===== src/stq_pkg.sv =====
// Shared types and constants for the sorted timer queue.
// No dependencies; used by sorted_timer_queue_top.
`default_nettype none

package stq_pkg;

  localparam int DEPTH_DEF     = 16;
  localparam int TIME_BITS_DEF = 32;

  localparam int KIND_W       = 2;
  localparam int ID_W         = 8;
  localparam int FIELD_TIME_W = 32;
  localparam int STATUS_W     = 2;

  localparam logic [KIND_W-1:0] KIND_ADD  = 2'd0;
  localparam logic [KIND_W-1:0] KIND_DEL  = 2'd1;
  localparam logic [KIND_W-1:0] KIND_TICK = 2'd2;

  localparam logic [STATUS_W-1:0] STAT_OK        = 2'd0;
  localparam logic [STATUS_W-1:0] STAT_FULL      = 2'd1;
  localparam logic [STATUS_W-1:0] STAT_NOT_FOUND = 2'd2;

  typedef enum logic [2:0] {
    ST_IDLE,
    ST_READ,
    ST_EVAL,
    ST_PUT,
    ST_DONE
  } state_t;

endpackage

`default_nettype wire


===== src/sorted_timer_queue_top.sv =====
// Sorted timer queue: top level with entry storage and the walk sequencer.
// Depends on stq_pkg.
`default_nettype none

// A queue of up to DEPTH timers (8-bit id, absolute deadline) kept in deadline
// order in a single-port-read, single-port-write memory, entry 0 the earliest.
// One item is worked at a time; in_stall stays high from acceptance until the
// result is loaded into the output register. Every entry visit is a registered
// memory read (read state), then compare and write back (eval state). An add
// walks, puts and loads the result; a delete or tick walks and loads the result.
// A full add, a delete/tick on an empty queue, or kind 3 goes straight to the
// result load. The sequencer then returns to idle before it takes the next
// item. A result still stalled in the output register holds the next one in
// the done state until the output register frees up.
// Add: walk from the top entry down, shifting entries with a deadline equal or
// later up by one, then drop the new timer into the gap, so a new timer lands
// in front of any with the same deadline. Delete: walk up from entry 0, find
// the first matching id and pull all later entries down by one. Tick: same
// walk, where only entry 0 can match and it matches when its deadline is at or
// before the tick time. Unmatched deletes report not-found, adds to a full
// queue report full; kind 3 is a no-op that still returns one result item.
// Deadlines are plain unsigned TIME_BITS values, no wrap handling. Storage is
// not cleared at reset: only entries below the pending count are ever read.
module sorted_timer_queue_top #(
  parameter int DEPTH     = stq_pkg::DEPTH_DEF,
  parameter int TIME_BITS = stq_pkg::TIME_BITS_DEF,
  localparam int CNT_W    = $clog2(DEPTH + 1)
) (
  input  wire logic                           clk,
  input  wire logic                           rst,
  // input item channel
  input  wire logic                           in_valid,
  output logic                                in_stall,
  input  wire logic [stq_pkg::KIND_W-1:0]     kind,
  input  wire logic [stq_pkg::ID_W-1:0]       entry_id,
  input  wire logic [stq_pkg::FIELD_TIME_W-1:0] deadline,
  input  wire logic [stq_pkg::FIELD_TIME_W-1:0] now,
  // result item channel
  output logic                                out_valid,
  input  wire logic                           out_stall,
  output logic                                expired,
  output logic [stq_pkg::ID_W-1:0]            expired_id,
  output logic [stq_pkg::STATUS_W-1:0]        status,
  output logic [CNT_W-1:0]                    occupancy
);

  localparam int IDX_W  = $clog2(DEPTH);
  // wide enough for both the port field and the stored time
  localparam int WIDE_W = (TIME_BITS > stq_pkg::FIELD_TIME_W) ? TIME_BITS
                                                               : stq_pkg::FIELD_TIME_W;

  // entry storage
  logic [TIME_BITS-1:0]        slot_deadline [DEPTH];
  logic [stq_pkg::ID_W-1:0]    slot_id       [DEPTH];
  logic [TIME_BITS-1:0]        rd_deadline;
  logic [stq_pkg::ID_W-1:0]    rd_id;

  logic                        wr_en;
  logic [IDX_W-1:0]            wr_addr;
  logic [TIME_BITS-1:0]        wr_deadline;
  logic [stq_pkg::ID_W-1:0]    wr_id;

  // sequencer state
  stq_pkg::state_t             state, state_next;
  logic [IDX_W-1:0]            idx, idx_next;
  logic [CNT_W-1:0]            count, count_next;
  logic                        found, found_next;
  logic [stq_pkg::KIND_W-1:0]  op_kind, op_kind_next;
  logic [stq_pkg::ID_W-1:0]    op_id, op_id_next;
  logic [TIME_BITS-1:0]        op_when, op_when_next;
  logic [TIME_BITS-1:0]        op_now, op_now_next;

  // result being built
  logic                        res_expired, res_expired_next;
  logic [stq_pkg::ID_W-1:0]    res_id, res_id_next;
  logic [stq_pkg::STATUS_W-1:0] res_status, res_status_next;

  logic                        out_valid_next;
  logic                        in_fire, out_fire, slot_free;
  logic                        hit, last;
  logic [WIDE_W-1:0]           deadline_wide, now_wide;

  assign in_stall  = (state != stq_pkg::ST_IDLE);
  assign in_fire   = in_valid && !in_stall;
  assign out_fire  = out_valid && !out_stall;
  assign slot_free = !out_valid || !out_stall;

  assign deadline_wide = WIDE_W'(deadline);
  assign now_wide      = WIDE_W'(now);

  // only delete and tick use these
  assign last = (CNT_W'(idx) == (count - CNT_W'(1)));
  always_comb begin
    if (found) begin
      hit = 1'b0;
    end else if (op_kind == stq_pkg::KIND_DEL) begin
      hit = (rd_id == op_id);
    end else begin
      hit = (idx == '0) && (op_now >= rd_deadline);
    end
  end

  always_comb begin
    state_next       = state;
    idx_next         = idx;
    count_next       = count;
    found_next       = found;
    op_kind_next     = op_kind;
    op_id_next       = op_id;
    op_when_next     = op_when;
    op_now_next      = op_now;
    res_expired_next = res_expired;
    res_id_next      = res_id;
    res_status_next  = res_status;
    out_valid_next   = out_valid && !out_fire;
    wr_en            = 1'b0;
    wr_addr          = idx;
    wr_deadline      = rd_deadline;
    wr_id            = rd_id;

    case (state)
      stq_pkg::ST_IDLE: begin
        if (in_fire) begin
          op_kind_next     = kind;
          op_id_next       = entry_id;
          op_when_next     = deadline_wide[TIME_BITS-1:0];
          op_now_next      = now_wide[TIME_BITS-1:0];
          found_next       = 1'b0;
          res_expired_next = 1'b0;
          res_id_next      = '0;
          res_status_next  = stq_pkg::STAT_OK;
          idx_next         = '0;
          case (kind)
            stq_pkg::KIND_ADD: begin
              if (count == CNT_W'(DEPTH)) begin
                res_status_next = stq_pkg::STAT_FULL;
                state_next      = stq_pkg::ST_DONE;
              end else if (count == '0) begin
                state_next = stq_pkg::ST_PUT;
              end else begin
                idx_next   = IDX_W'(count - CNT_W'(1));
                state_next = stq_pkg::ST_READ;
              end
            end
            stq_pkg::KIND_DEL: begin
              if (count == '0) begin
                res_status_next = stq_pkg::STAT_NOT_FOUND;
                state_next      = stq_pkg::ST_DONE;
              end else begin
                state_next = stq_pkg::ST_READ;
              end
            end
            stq_pkg::KIND_TICK: begin
              state_next = (count == '0) ? stq_pkg::ST_DONE : stq_pkg::ST_READ;
            end
            default: begin
              state_next = stq_pkg::ST_DONE;
            end
          endcase
        end
      end

      stq_pkg::ST_READ: begin
        state_next = stq_pkg::ST_EVAL;
      end

      stq_pkg::ST_EVAL: begin
        if (op_kind == stq_pkg::KIND_ADD) begin
          if (rd_deadline >= op_when) begin
            // shift this entry up one place
            wr_en   = 1'b1;
            wr_addr = idx + IDX_W'(1);
            if (idx == '0) begin
              state_next = stq_pkg::ST_PUT;
            end else begin
              idx_next   = idx - IDX_W'(1);
              state_next = stq_pkg::ST_READ;
            end
          end else begin
            idx_next   = idx + IDX_W'(1);
            state_next = stq_pkg::ST_PUT;
          end
        end else begin
          if (found) begin
            // pull this entry down over the removed one
            wr_en   = 1'b1;
            wr_addr = idx - IDX_W'(1);
          end
          if (hit) begin
            found_next = 1'b1;
            if (op_kind == stq_pkg::KIND_TICK) begin
              res_expired_next = 1'b1;
              res_id_next      = rd_id;
            end
          end
          if (last) begin
            if (found || hit) begin
              count_next = count - CNT_W'(1);
            end else if (op_kind == stq_pkg::KIND_DEL) begin
              res_status_next = stq_pkg::STAT_NOT_FOUND;
            end
            state_next = stq_pkg::ST_DONE;
          end else begin
            idx_next   = idx + IDX_W'(1);
            state_next = stq_pkg::ST_READ;
          end
        end
      end

      stq_pkg::ST_PUT: begin
        wr_en       = 1'b1;
        wr_addr     = idx;
        wr_deadline = op_when;
        wr_id       = op_id;
        count_next  = count + CNT_W'(1);
        state_next  = stq_pkg::ST_DONE;
      end

      stq_pkg::ST_DONE: begin
        // wait until the output register is free
        if (slot_free) begin
          out_valid_next = 1'b1;
          state_next     = stq_pkg::ST_IDLE;
        end
      end

      default: begin
        state_next = stq_pkg::ST_IDLE;
      end
    endcase
  end

  always_ff @(posedge clk) begin
    if (rst) begin
      state     <= stq_pkg::ST_IDLE;
      count     <= '0;
      out_valid <= 1'b0;
    end else begin
      state     <= state_next;
      count     <= count_next;
      out_valid <= out_valid_next;
    end
  end

  always_ff @(posedge clk) begin
    idx         <= idx_next;
    found       <= found_next;
    op_kind     <= op_kind_next;
    op_id       <= op_id_next;
    op_when     <= op_when_next;
    op_now      <= op_now_next;
    res_expired <= res_expired_next;
    res_id      <= res_id_next;
    res_status  <= res_status_next;
    if (state == stq_pkg::ST_DONE && slot_free) begin
      expired    <= res_expired;
      expired_id <= res_id;
      status     <= res_status;
      occupancy  <= count;
    end
  end

  // entry memory: one write, one registered read per cycle
  always_ff @(posedge clk) begin
    if (wr_en) begin
      slot_deadline[wr_addr] <= wr_deadline;
      slot_id[wr_addr]       <= wr_id;
    end
    rd_deadline <= slot_deadline[idx];
    rd_id       <= slot_id[idx];
  end

  // ---------------------------------------------------------------------------
  // Assertions
  // ---------------------------------------------------------------------------

  a_count_bound: assert property (@(posedge clk) disable iff (rst)
    count <= CNT_W'(DEPTH))
    else $error("pending count above depth");

  a_count_only_in_walk: assert property (@(posedge clk) disable iff (rst)
    !(state == stq_pkg::ST_EVAL || state == stq_pkg::ST_PUT) |=> $stable(count))
    else $error("pending count changed outside eval or put");

  a_full_occupancy: assert property (@(posedge clk) disable iff (rst)
    (out_valid && status == stq_pkg::STAT_FULL) |-> occupancy == CNT_W'(DEPTH))
    else $error("full status with queue not full");

  a_expired_ok: assert property (@(posedge clk) disable iff (rst)
    (out_valid && expired) |-> status == stq_pkg::STAT_OK)
    else $error("expired item carries error status");

endmodule

`default_nettype wire

===== config.mk =====
export PLATFORM = sky130hd
export DESIGN_NAME = sorted_timer_queue_top
export DESIGN_NICKNAME = d
export VERILOG_FILES = /design/src/stq_pkg.sv /design/src/sorted_timer_queue_top.sv
export SDC_FILE = /design/constraint.sdc
export NUM_CORES = 1
export LEC_CHECK = 0
export BUFFER_PORTS_ARGS = -buffer_cell sky130_fd_sc_hd__clkbuf_2
export CELL_PAD_IN_SITES_DETAIL_PLACEMENT = 0
export CELL_PAD_IN_SITES_GLOBAL_PLACEMENT = 1
export CORE_MARGIN = 2
export CORE_UTILIZATION = 40
export DETAILED_ROUTE_END_ITERATION = 12
export GPL_TIMING_DRIVEN = 0
export PLACE_DENSITY = 0.67
export SYNTH_ARGS = -nofsm -noshare
export SYNTH_HDL_FRONTEND = slang
export SYNTH_SLANG_ARGS = --single-unit
export TNS_END_PERCENT = 5

===== constraint.sdc =====
create_clock -name clk -period 6.3 [get_ports clk]
set_input_delay 1.26 -clock clk [delete_from_list [all_inputs] [get_ports clk]]
set_output_delay 1.26 -clock clk [all_outputs]
set_load 0.01 [all_outputs]

# Word-level counts from Yosys, hierarchy flattened
# Memory sizes are Yosys's and may differ from the RTL's. A register that Yosys moved wholly into a read port is not among the register bits.
# Cells that the tools add are included.
# Widths: inputs -> output; s select.
dict set report totals {
  reg_bits 115
  mem_bits_rw 640
  input_bits 78
  memories 2
}
# name words word_bits rd rd_ports_with_merged_regs write_ports line
set mem_list {}
lappend mem_list {slot_deadline 16 32 1 1 1 sorted_timer_queue_top.sv:53} ;# logic [TIME_BITS-1:0] slot_deadline [DEPTH];
lappend mem_list {slot_id 16 8 1 1 1 sorted_timer_queue_top.sv:54} ;# logic [stq_pkg::ID_W-1:0] slot_id [DEPTH];
dict set report op_classes {
  add_sub_neg 4
  magnitude_cmp 2
  n_eq_ne 22
  n_mux 62
  reduce_logical 27
}
# op count
set op_table {}
lappend op_table {{$ge 32x32->1} 2}
lappend op_table {{$mux 4} 12}
lappend op_table {{$mux 8} 5}
lappend op_table {{$mux 32} 1}
lappend op_table {{$mux 3} 7}
lappend op_table {{$ne 2x2->1 const B} 9}
lappend op_table {{$mux 1} 16}
lappend op_table {{$mux 2} 8}
lappend op_table {{$pmux 8 s2} 1}
lappend op_table {{$mux 5} 3}
lappend op_table {{$pmux 3 s5} 1}
lappend op_table {{$reduce_and 4->1} 3}
lappend op_table {{$pmux 5 s2} 1}
lappend op_table {{$eq 8x8->1} 1}
lappend op_table {{$pmux 2 s2} 2}
lappend op_table {{$pmux 4 s2} 1}
lappend op_table {{$eq 3x2->1 const B} 2}
lappend op_table {{$pmux 1 s2} 3}
lappend op_table {{$pmux 3 s2} 1}
lappend op_table {{$reduce_and 6->1} 1}
lappend op_table {{$add 5x1->5 const B} 1}
lappend op_table {{$eq 4x5->1} 1}
lappend op_table {{$eq 5x5->1 const B} 1}
lappend op_table {{$logic_and 1x1->1} 5}
lappend op_table {{other kinds (20)} 29}

# Longest topological paths before layout
# Gate-level depths: netlist (run 1).
dict set report logic_depth {
  ltp_word 9
  ltp_mapped 12
  mapped_depth_nobuf 10
}

# Least setup slack after synthesis (run 1)
# No wires, ideal clock.
dict set report synth_path {
  path_type {reg2reg}
  start {reg idx[1]}
  end {mem slot_deadline[1][0] (netlist bit), enable pin}
  setup_ps 487
  arrival_time_ps 5103
  slack_ps 710
  stages_incl_launch_ff 10
  path_buffers 4
  period_less_slack_ps 5590
  path_cell_list {edfxtp_1 clkbuf_1 clkbuf_1 clkbuf_1 inv_1 ha_1 clkbuf_1 o41ai_1 a21oi_1 nor3_1}
}
dict set report synth_via {
  elab_chain_len 4
  elab_cells_between_ends 6
  classes_between {2 x add/sub; 4 x mux}
}
# element line
set synth_rtl {}
lappend synth_rtl {{start: declaration} sorted_timer_queue_top.sv:65} ;# logic [IDX_W-1:0] idx, idx_next;
lappend synth_rtl {{start signal: assignment} sorted_timer_queue_top.sv:246} ;# idx <= idx_next;
lappend synth_rtl {{$sub 4x1->4 or $add 4x1->4 (tied branches)} {sorted_timer_queue_top.sv:187, sorted_timer_queue_top.sv:172}}
lappend synth_rtl {{$mux 4 (on tied branches)} {sorted_timer_queue_top.sv:184, sorted_timer_queue_top.sv:169}}
lappend synth_rtl {{$mux 4} sorted_timer_queue_top.sv:168} ;# if (op_kind == stq_pkg::KIND_ADD) begin
lappend synth_rtl {{$mux 4 (*)} sorted_timer_queue_top.sv:121} ;# case (state)
lappend synth_rtl {{end: declaration} sorted_timer_queue_top.sv:53}
# Mark *: on every way between the ends. The rest lies on a longest branch, timed or not.

# Worst setup path in the final report (run 1)
dict set report layout_path {
  start {reg idx[1]}
  end {reg res_id[4] (netlist bit), enable pin}
}
dict set report layout_via {
  elab_chain_len 6
}
# element line
set layout_rtl {}
lappend layout_rtl {{$logic_not 4->1} sorted_timer_queue_top.sv:99} ;# hit = (idx == '0) && (op_now >= rd_deadline);
lappend layout_rtl {{$logic_and 1x1->1} sorted_timer_queue_top.sv:99}
lappend layout_rtl {{$mux 1} sorted_timer_queue_top.sv:96} ;# end else if (op_kind == stq_pkg::KIND_DEL) begin
lappend layout_rtl {{$mux 1} sorted_timer_queue_top.sv:94} ;# if (found) begin
lappend layout_rtl {{$ne 2x2->1 (no source line)} --}
lappend layout_rtl {{$reduce_and 5->1 (no source line)} --}
lappend layout_rtl {{end signal: assignment} sorted_timer_queue_top.sv:253} ;# res_id <= res_id_next;
lappend layout_rtl {{end: declaration} sorted_timer_queue_top.sv:75} ;# logic [stq_pkg::ID_W-1:0] res_id, res_id_next;
# Every way passes these cells.
# A chain may end at the register's enable or synchronous reset.

==> results of run 1 <==
-- area by class of cell --
cell class | instances | area [µm²] | area share, %
clock buffers | 106 | 2202 | 5.905
flip-flops and latches | 795 | 23380 | 62.70
multi-input cells | 636 | 7640 | 20.49
repair buffers | 191 | 1604 | 4.301
well taps | 1040 | 1301 | 3.489
inverters | 75 | 284.0 | 0.7616
plain buffers | 71 | 296.5 | 0.7951
clock inverters | 46 | 584.3 | 1.567
-- stage by stage --
step	setup WS [ns]	cells
detailed placement	0.01635	2805
floorplan	0.7096	1577
global route	0.4624	2960
finish	0.7296	2960
global placement	-4.631	2711
CTS	0.4392	2957
-- kinds of logic (layout without fill, tap and decap cells) --
| group | count (synthesis) | after routing | share of synthesized area [%] |
|---|---|---|---|
| XOR/XNOR | 18 | 18 | 0.5440 |
| flip-flops | 795 | 795 | 74.20 |
| buffers and inverters | 146 | 489 | 1.834 |
| adder cells (fa/ha/maj) | 72 | 72 | 2.859 |
| multiplexers | 213 | 213 | 14.75 |
| AND/OR/NAND/NOR | 206 | 206 | 3.200 |
| AO/OA/AOI/OAI | 127 | 127 | 2.605 |
-- worst max-delay path by stage --
stage	startpoint	end	slack, ns	depth (start not counted)
6_report	idx[1]	res_id[4]	0.73	12
5_1_grt	idx[1]	res_id[6]	0.46	12
4_1_cts	idx[1]	res_expired	0.44	11
2_1_floorplan	idx[1]	slot_deadline[1][0]	0.71	9
3_3_place_gp	idx[1]	slot_deadline[2][13]	-4.63	10
3_5_place_dp	idx[1]	res_id[0]	0.02	11
-- per-layer routing --
layer	vias up	global-route usage, %	wire [µm]	part of all wire, %
li1	6981	-	-	-
met1	8383	26.59	32730	43
met2	624	29.63	35560	47
met3	121	3.852	5281	7.0
met4	0	5.013	1735	2.3
met5	-	0	0	0
-- power groups by stage --
stage                     clock, mW  combinational, mW  sequential, mW
final                          4.99               1.35            6.26
after floorplan                   0              0.887            6.33
after global routing           5.29               1.48            6.27
after global placement            0               1.28            6.38
after CTS                      5.09               1.36            6.26
after detailed placement          0               1.35            6.37
-- layout by cell type, fill, tap and decap left out, types with 31 or more instances in the layout --
master and count:
dfxtp_1 49, o21ai_1 31, inv_1 74, edfxtp_1 746, clkbuf_1 59, mux4_2 200
clkbuf_16 82, ha_1 72, clkbuf_2 94, buf_6 61, a21oi_1 31, nand2_1 67
-- flip-flops by register name (all words and copies together) (netlist names), 2 cells and up --
signal / count
idx: 4
expired_id: 8
op_id: 8
res_status: 2
slot_id: 128
op_kind: 2
occupancy: 5
op_when: 32
rd_id: 8
status: 2
res_id: 8
rd_deadline: 32
count: 5
state: 3
slot_deadline: 512
op_now: 32
-- worst max-delay path: cells and delay by family (launching register included) --
kind                       cells  cell delay, ns
and+or+nand+nor                4            2.17
DFF                            1            0.46
adders and majority gates      1            0.23
AOI/OAI and AO/OA              2            0.77
buffers and inverters          5            1.63
==> reports/summary.txt, run 1 <==
flop2flop setup slack: 0.73 ns
post-CTS setup buffers: 0
first-pass GRT wire length: 110.5 mm
min Tclk post-route: 5.570 ns
Flop pwr share: 49.7%
Max-Cap Viols: 0
Max Root-Sink Buffers: 3
GRT Total Usage: 18.75%
Logic pwr share: 10.7%
Post-Route WL: 75.31 mm
Starting DRT DRC Count: 1,672
vias in the first global route: 16,611
Min-Delay Path Class: reg -> reg
crit path cell chain: clkbuf_1 -> clkbuf_1 -> clkbuf_1 -> inv_1 -> ha_1 -> nor3b_2 -> nand2_1 -> nor4_1 -> a211oi_1 -> and2_1 -> o21ai_0 -> buf_2
fillcell total: 6,306
reg2reg path depth: 12
grt ovf: 0
Antenna Nets Post-Route: 0
Tcrit/Tclk final: 88.42%
die width: 284.7 µm
via/cell ratio: 5.442
most common cell in the synthesized netlist: edfxtp_1
RSZ-0062 raised after global routing: false
CP startpoint kind: flip-flop
sw power: 2.956 mW
Max FO, Critical Path: 10
drt drc: 0
largest cells by area after synthesis: edfxtp_1 71%, mux4_2 14%, dfxtp_1 3.1%
cell mode on critical path: clkbuf_1
initial antenna violation count: 0
setup clock skew after layout: 0.02015 ns
synthesis-to-layout area growth: 18.35%
slew margin rel.: 19.04%
Diodes inserted: 0
Main synth FF type: edfxtp_1
internal power: 9.640 mW
WL per Instance: 25.44 µm
Yosys top cell area share: 71.09%
Placed Area: 34,480 µm²
CP Data Required Time: 6.62 ns
Syn Nets: 1,727
EDFF count, synth: 746
Mean Syn Cell Area: 19.98 µm²
Max VDD drop: 219.2 µV
core box area: 77,720 µm²
IO Count: 96
Worst Path Arrival: 5.89 ns
Syn. warnings: 0
Sw Share: 23.47%
RR Startpoint: idx[1]
reg2reg end: res_id[4]
Worst-Margin Slew: 1.214 ns
final setup TNS: 0 ns
DR vias: 16,109
Fin Hold WS: 0.4192 ns
Post-synth top cells: 746 x edfxtp_1, 200 x mux4_2, 75 x inv_1, 72 x ha_1, 67 x nand2_1
CP Capture Type: flip-flop
Clock Power Share: 39.6%
TritonCTS clock tree: yes
Worst Hold End: expired
Clock Tree Root: clkbuf_16
Synth async-reset ratio: 0%
final hold viol count: 0
First-pass DRT Iterations: 7
status: finished, final reports clean
cell taking the most area after synthesis: edfxtp_1
CTS sink count: 795
Leak: 12.60 nW
final setup fails: 0
share of cells above drive strength 1: 29.22%
routability cong.: 0.7703
Synth Register Bits: 795
Mapped Cells: 1,577
Core Util, Final: 47.98%
CTS Buf Count: 82
Worst-path clk slew: 0.06 ns
hold_sp: res_expired
H-tree levels: 3
Finished Cell Area: 37,290 µm²
Power Density: 337.7 nW/µm²
slowest stage delay, CP: 1.00 ns
Final Slew Violations: 0
Slowest-stage cell, CP: nor4_1
Netlist Area Pre-Place: 31,510 µm²
total power draw: 12.60 mW
Synth cell types: 66
initial core utilization: 40.54%
Die Ht: 284.7 µm
fmax: 0.1795 GHz
HPWL after detailed placement: 51.84 mm
PortBufs: 94
Hold Path Depth: 0
Crit Path Class: reg -> reg
post-synthesis sequential area ratio: 74.20%
die area: 81,040 µm²
nets@finish: 2,002
count of standard-cell rows: 102
post_cts resized: 1
hold_buf cts: 0
Skew-Pair Late Insertion Delay: 0.63 ns
largest net degree at the start of global routing: 41
(Power assumes the default switching activity.)
==> inputs of run 2 (changes only) <==
--- a/config.mk
+++ b/config.mk
@@ -5,6 +5,7 @@
 export SDC_FILE = /design/constraint.sdc
 export NUM_CORES = 1
 export LEC_CHECK = 0
+export ABC_AREA = 1
 export BUFFER_PORTS_ARGS = -buffer_cell sky130_fd_sc_hd__clkbuf_2
 export CELL_PAD_IN_SITES_DETAIL_PLACEMENT = 0
 export CELL_PAD_IN_SITES_GLOBAL_PLACEMENT = 1
@@ -12,7 +13,8 @@
 export CORE_UTILIZATION = 40
 export DETAILED_ROUTE_END_ITERATION = 12
 export GPL_TIMING_DRIVEN = 0
-export PLACE_DENSITY = 0.67
+export HOLD_SLACK_MARGIN = 0.1
+export PLACE_DENSITY = 0.7
 export SYNTH_ARGS = -nofsm -noshare
 export SYNTH_HDL_FRONTEND = slang
 export SYNTH_SLANG_ARGS = --single-unit
==> run 2 against run 1 <==
Synthesized area increased by 2.1%. Count of clock-buffer cells in the layout fell by 6. Routed wire length rose by 19%. Clock skew rose by 0.0044 ns. Critical path type unchanged. Critical endpoint is now slot_deadline[7][10].
==> reports/summary.txt, run 2 <==
Worst-Margin Slew: 1.121 ns (-0.09313 ns)
hold_buf cts: 0 (unchanged)
Antenna Nets Post-Route: 0 (unchanged)
Hold Path Depth: 0 (unchanged)
biggest regs: slot_deadline x512, slot_id x128
Sw Share: 29.45% (+6.0 points)
Tcrit/Tclk final: 66.03% (-22 points)
flop2flop setup slack: 2.14 ns (+1.41 ns)
Post-Route WL: 89.29 mm (+19%)
Mapped Cells: 2,506 (+59%)
GRT busiest layer: met2
Mean Syn Cell Area: 12.84 µm² (-36%)
Clock Power Share: 33.8% (-5.8 points)
IO Count: 96 (unchanged)
grt ovf: 0 (unchanged)
Max-Cap Viols: 0 (unchanged)
Clock Tree Root: clkbuf_16
Netlist Area Pre-Place: 32,160 µm² (+2.1%)
Logic pwr share: 19.6% (+8.9 points)
Max VDD drop: 206.3 µV (-5.9%)
Leak: 12.98 nW (+3.0%)
Diodes inserted: 0 (unchanged)
Most flops, register: slot_deadline
Worst Path Arrival: 4.48 ns (-1.41 ns)
Die Ht: 287.6 µm (+1.0%)
core box area: 79,260 µm² (+2.0%)
Max FO, Critical Path: 21 (+11)
fmax: 0.2404 GHz (+34%)
Skew-Pair Late Insertion Delay: 0.64 ns (about the same)
M2 GR Usage: 35.13% (+5.5 points)
H-tree levels: 3 (unchanged)
drt drc: 0 (unchanged)
status: finished, final reports clean
via/cell ratio: 5.463 (+0.39%)
final hold viol count: 0 (unchanged)
sw power: 4.135 mW (+40%)
Syn. warnings: 0 (unchanged)
most common cell after layout, fill and taps aside: edfxtp_1
hold_sp: res_expired
EDFF count, synth: 746 (unchanged)
routability cong.: 0.8142 (+5.7%)
CP Data Required Time: 6.62 ns (about the same)
CTS Buf Count: 83 (+1.2%)
initial core utilization: 40.58% (about the same)
Crit Path Class: reg -> reg
Synth async-reset ratio: 0% (unchanged)
DR vias: 21,067 (+31%)
initial antenna violation count: 2 (+2)
max reg flops: 512 (unchanged)
largest net degree at the start of global routing: 33 (-20%)
Main synth FF type: edfxtp_1
TritonCTS clock tree: yes
WL per Instance: 23.16 µm (-9.0%)
largest cells by area after synthesis: edfxtp_1 70%, o21ai_0 5.8%, nor2_1 4.5%
Core Util, Final: 47.23% (-0.76 points)
final setup margin: 2.140 ns (+1.411 ns)
reg2reg path depth: 11 (-1)
Synth Register Bits: 795 (unchanged)
Fin Hold WS: 0.4186 ns (-0.0006080 ns)
Final Slew Violations: 0 (unchanged)
Min-Delay Path Class: reg -> reg
die area: 82,700 µm² (+2.0%)
cell taking the most area after synthesis: edfxtp_1
Flop pwr share: 46.6% (-3.1 points)
met1 usage: 29.43% (+2.8 points)
Power Density: 375.1 nW/µm² (+11%)
first-pass GRT wire length: 131.3 mm (+19%)
Max Root-Sink Buffers: 3 (unchanged)
setup clock skew after layout: 0.02457 ns (+0.004416 ns)
post-CTS setup buffers: 0 (unchanged)
die width: 287.6 µm (+1.0%)
share of cells above drive strength 1: 13.33% (-16 points)
Syn Nets: 2,656 (+54%)
internal power: 9.905 mW (+2.8%)
post_cts resized: 0 (-1)
Worst-path clk slew: 0.06 ns (about the same)
Starting DRT DRC Count: 2,478 (+48%)
CP startpoint: idx[0]
CP Capture Type: flip-flop
HPWL after detailed placement: 59.22 mm (+14%)
First-pass DRT Iterations: 8 (+1)
min Tclk post-route: 4.160 ns (-1.411 ns)
vias in the first global route: 20,893 (+26%)
CP startpoint kind: flip-flop
Yosys top cell area share: 69.65% (-1.4 points)
final setup fails: 0 (unchanged)
RSZ-0062 raised after global routing: false
synthesis-to-layout area growth: 16.37%
most frequent cells in the layout: 746 x edfxtp_1, 369 x nor2_1, 335 x o21ai_0
Post-synth top cells: 746 x edfxtp_1, 386 x nor2_1, 375 x o21ai_0, 217 x nand2_1
count of standard-cell rows: 103 (+0.98%)
nets@finish: 2,891 (+44%)
GRT Total Usage: 21.37% (+2.6 points)
worst slack, placed: 2.153 ns (+2.137 ns)
Worst Hold End: expired
fillcell total: 7,015 (+11%)
post-synthesis sequential area ratio: 72.70% (-1.5 points)
Synth cell types: 42 (-36%)
grt met3 use: 3.605% (-0.25 points)
slew margin rel.: 24.75% (+5.7 points)
PortBufs: 95 (+1.1%)
RR Startpoint: idx[0]
reg2reg end: slot_deadline[7][10]
CTS sink count: 795 (unchanged)
most common cell in the synthesized netlist: edfxtp_1
run 2: changes by cell type in the layout (fill, tap and decap cells not counted), moves of 49 or more:
cell | previous run | this run
o221ai_1 | 1 | 50
clkbuf_1 | 59 | 112
mux4_2 | 200 | 0
o21ai_0 | 19 | 335
nor2_1 | 30 | 369
nand2_1 | 67 | 217
o22ai_1 | 2 | 115
buf_6 | 61 | 9
run 2: critical path, stage by stage, from the launching register on:
cell and delay (ns):
edfxtp_1 0.42, buf_4 0.23, inv_2 0.19, buf_2 0.44, buf_1 0.49, ha_1 0.30
xor2_1 0.21, a22oi_1 0.11, nand2_2 0.16, nand3_2 0.23, nor2_4 0.75, buf_12 0.29
run 2: cell type report:
cell class                      instances  area (µm²)  share of cell area (%)
Clock buffer                          100        2213                   5.913
Timing Repair Buffer                  150        1202                   3.212
Clock inverter                         50       404.1                   1.080
Buffer                                141       588.1                   1.571
Multi-Input combinational cell       1445        7854                   20.98
Sequential cell                       795       23380                   62.47
Tap cell                             1050        1314                   3.510
Inverter                              125       471.7                   1.260
run 2: cells by family after synthesis:
family          Yosys count  share of synthesized area [%]
xor+xnor                 19                         0.5407
simple gates            729                          9.562
compound gates          625                          11.11
fa+ha+maj                72                          2.801
buf+inv                 266                          3.295
flops                   795                          72.70
run 2: how the worst max path moves through the flow:
stage               cells past startpoint                    to  slack [ns]
floorplan                               2              op_id[0]        1.40
global placement                        3           op_when[14]       -0.60
detailed placement                     11   slot_deadline[4][9]        2.15
CTS                                    11   slot_deadline[4][9]        2.14
global route                           11         slot_id[5][5]        1.98
finish                                 11  slot_deadline[7][10]        2.14
run 2: through the flow:
step,instances,cell area [µm²],TNS [ns],total power [mW]
global placement,3651,33950,-178.08,9.169
CTS,3856,37430,0,14.10
global route,3856,37430,0,14.59
detailed placement,3706,34810,0,9.372
finish,3856,37430,0,14.04
floorplan,2506,32160,0,8.154
run 2: per-layer routing:
metal	routed length [µm]	vias to the layer above
met4	2167	0
met5	0	-
met2	42320	846
li1	-	9652
met3	6737	150
met1	38070	10419
run 2: power by group through the flow:
stage | clock, mW | combinational (mW) | sequential, mW
global route | 5.01 | 3.02 | 6.56
floorplan | 0 | 1.52 | 6.63
finish | 4.75 | 2.75 | 6.54
CTS | 4.82 | 2.74 | 6.54
global placement | 0 | 2.47 | 6.70
detailed placement | 0 | 2.72 | 6.65
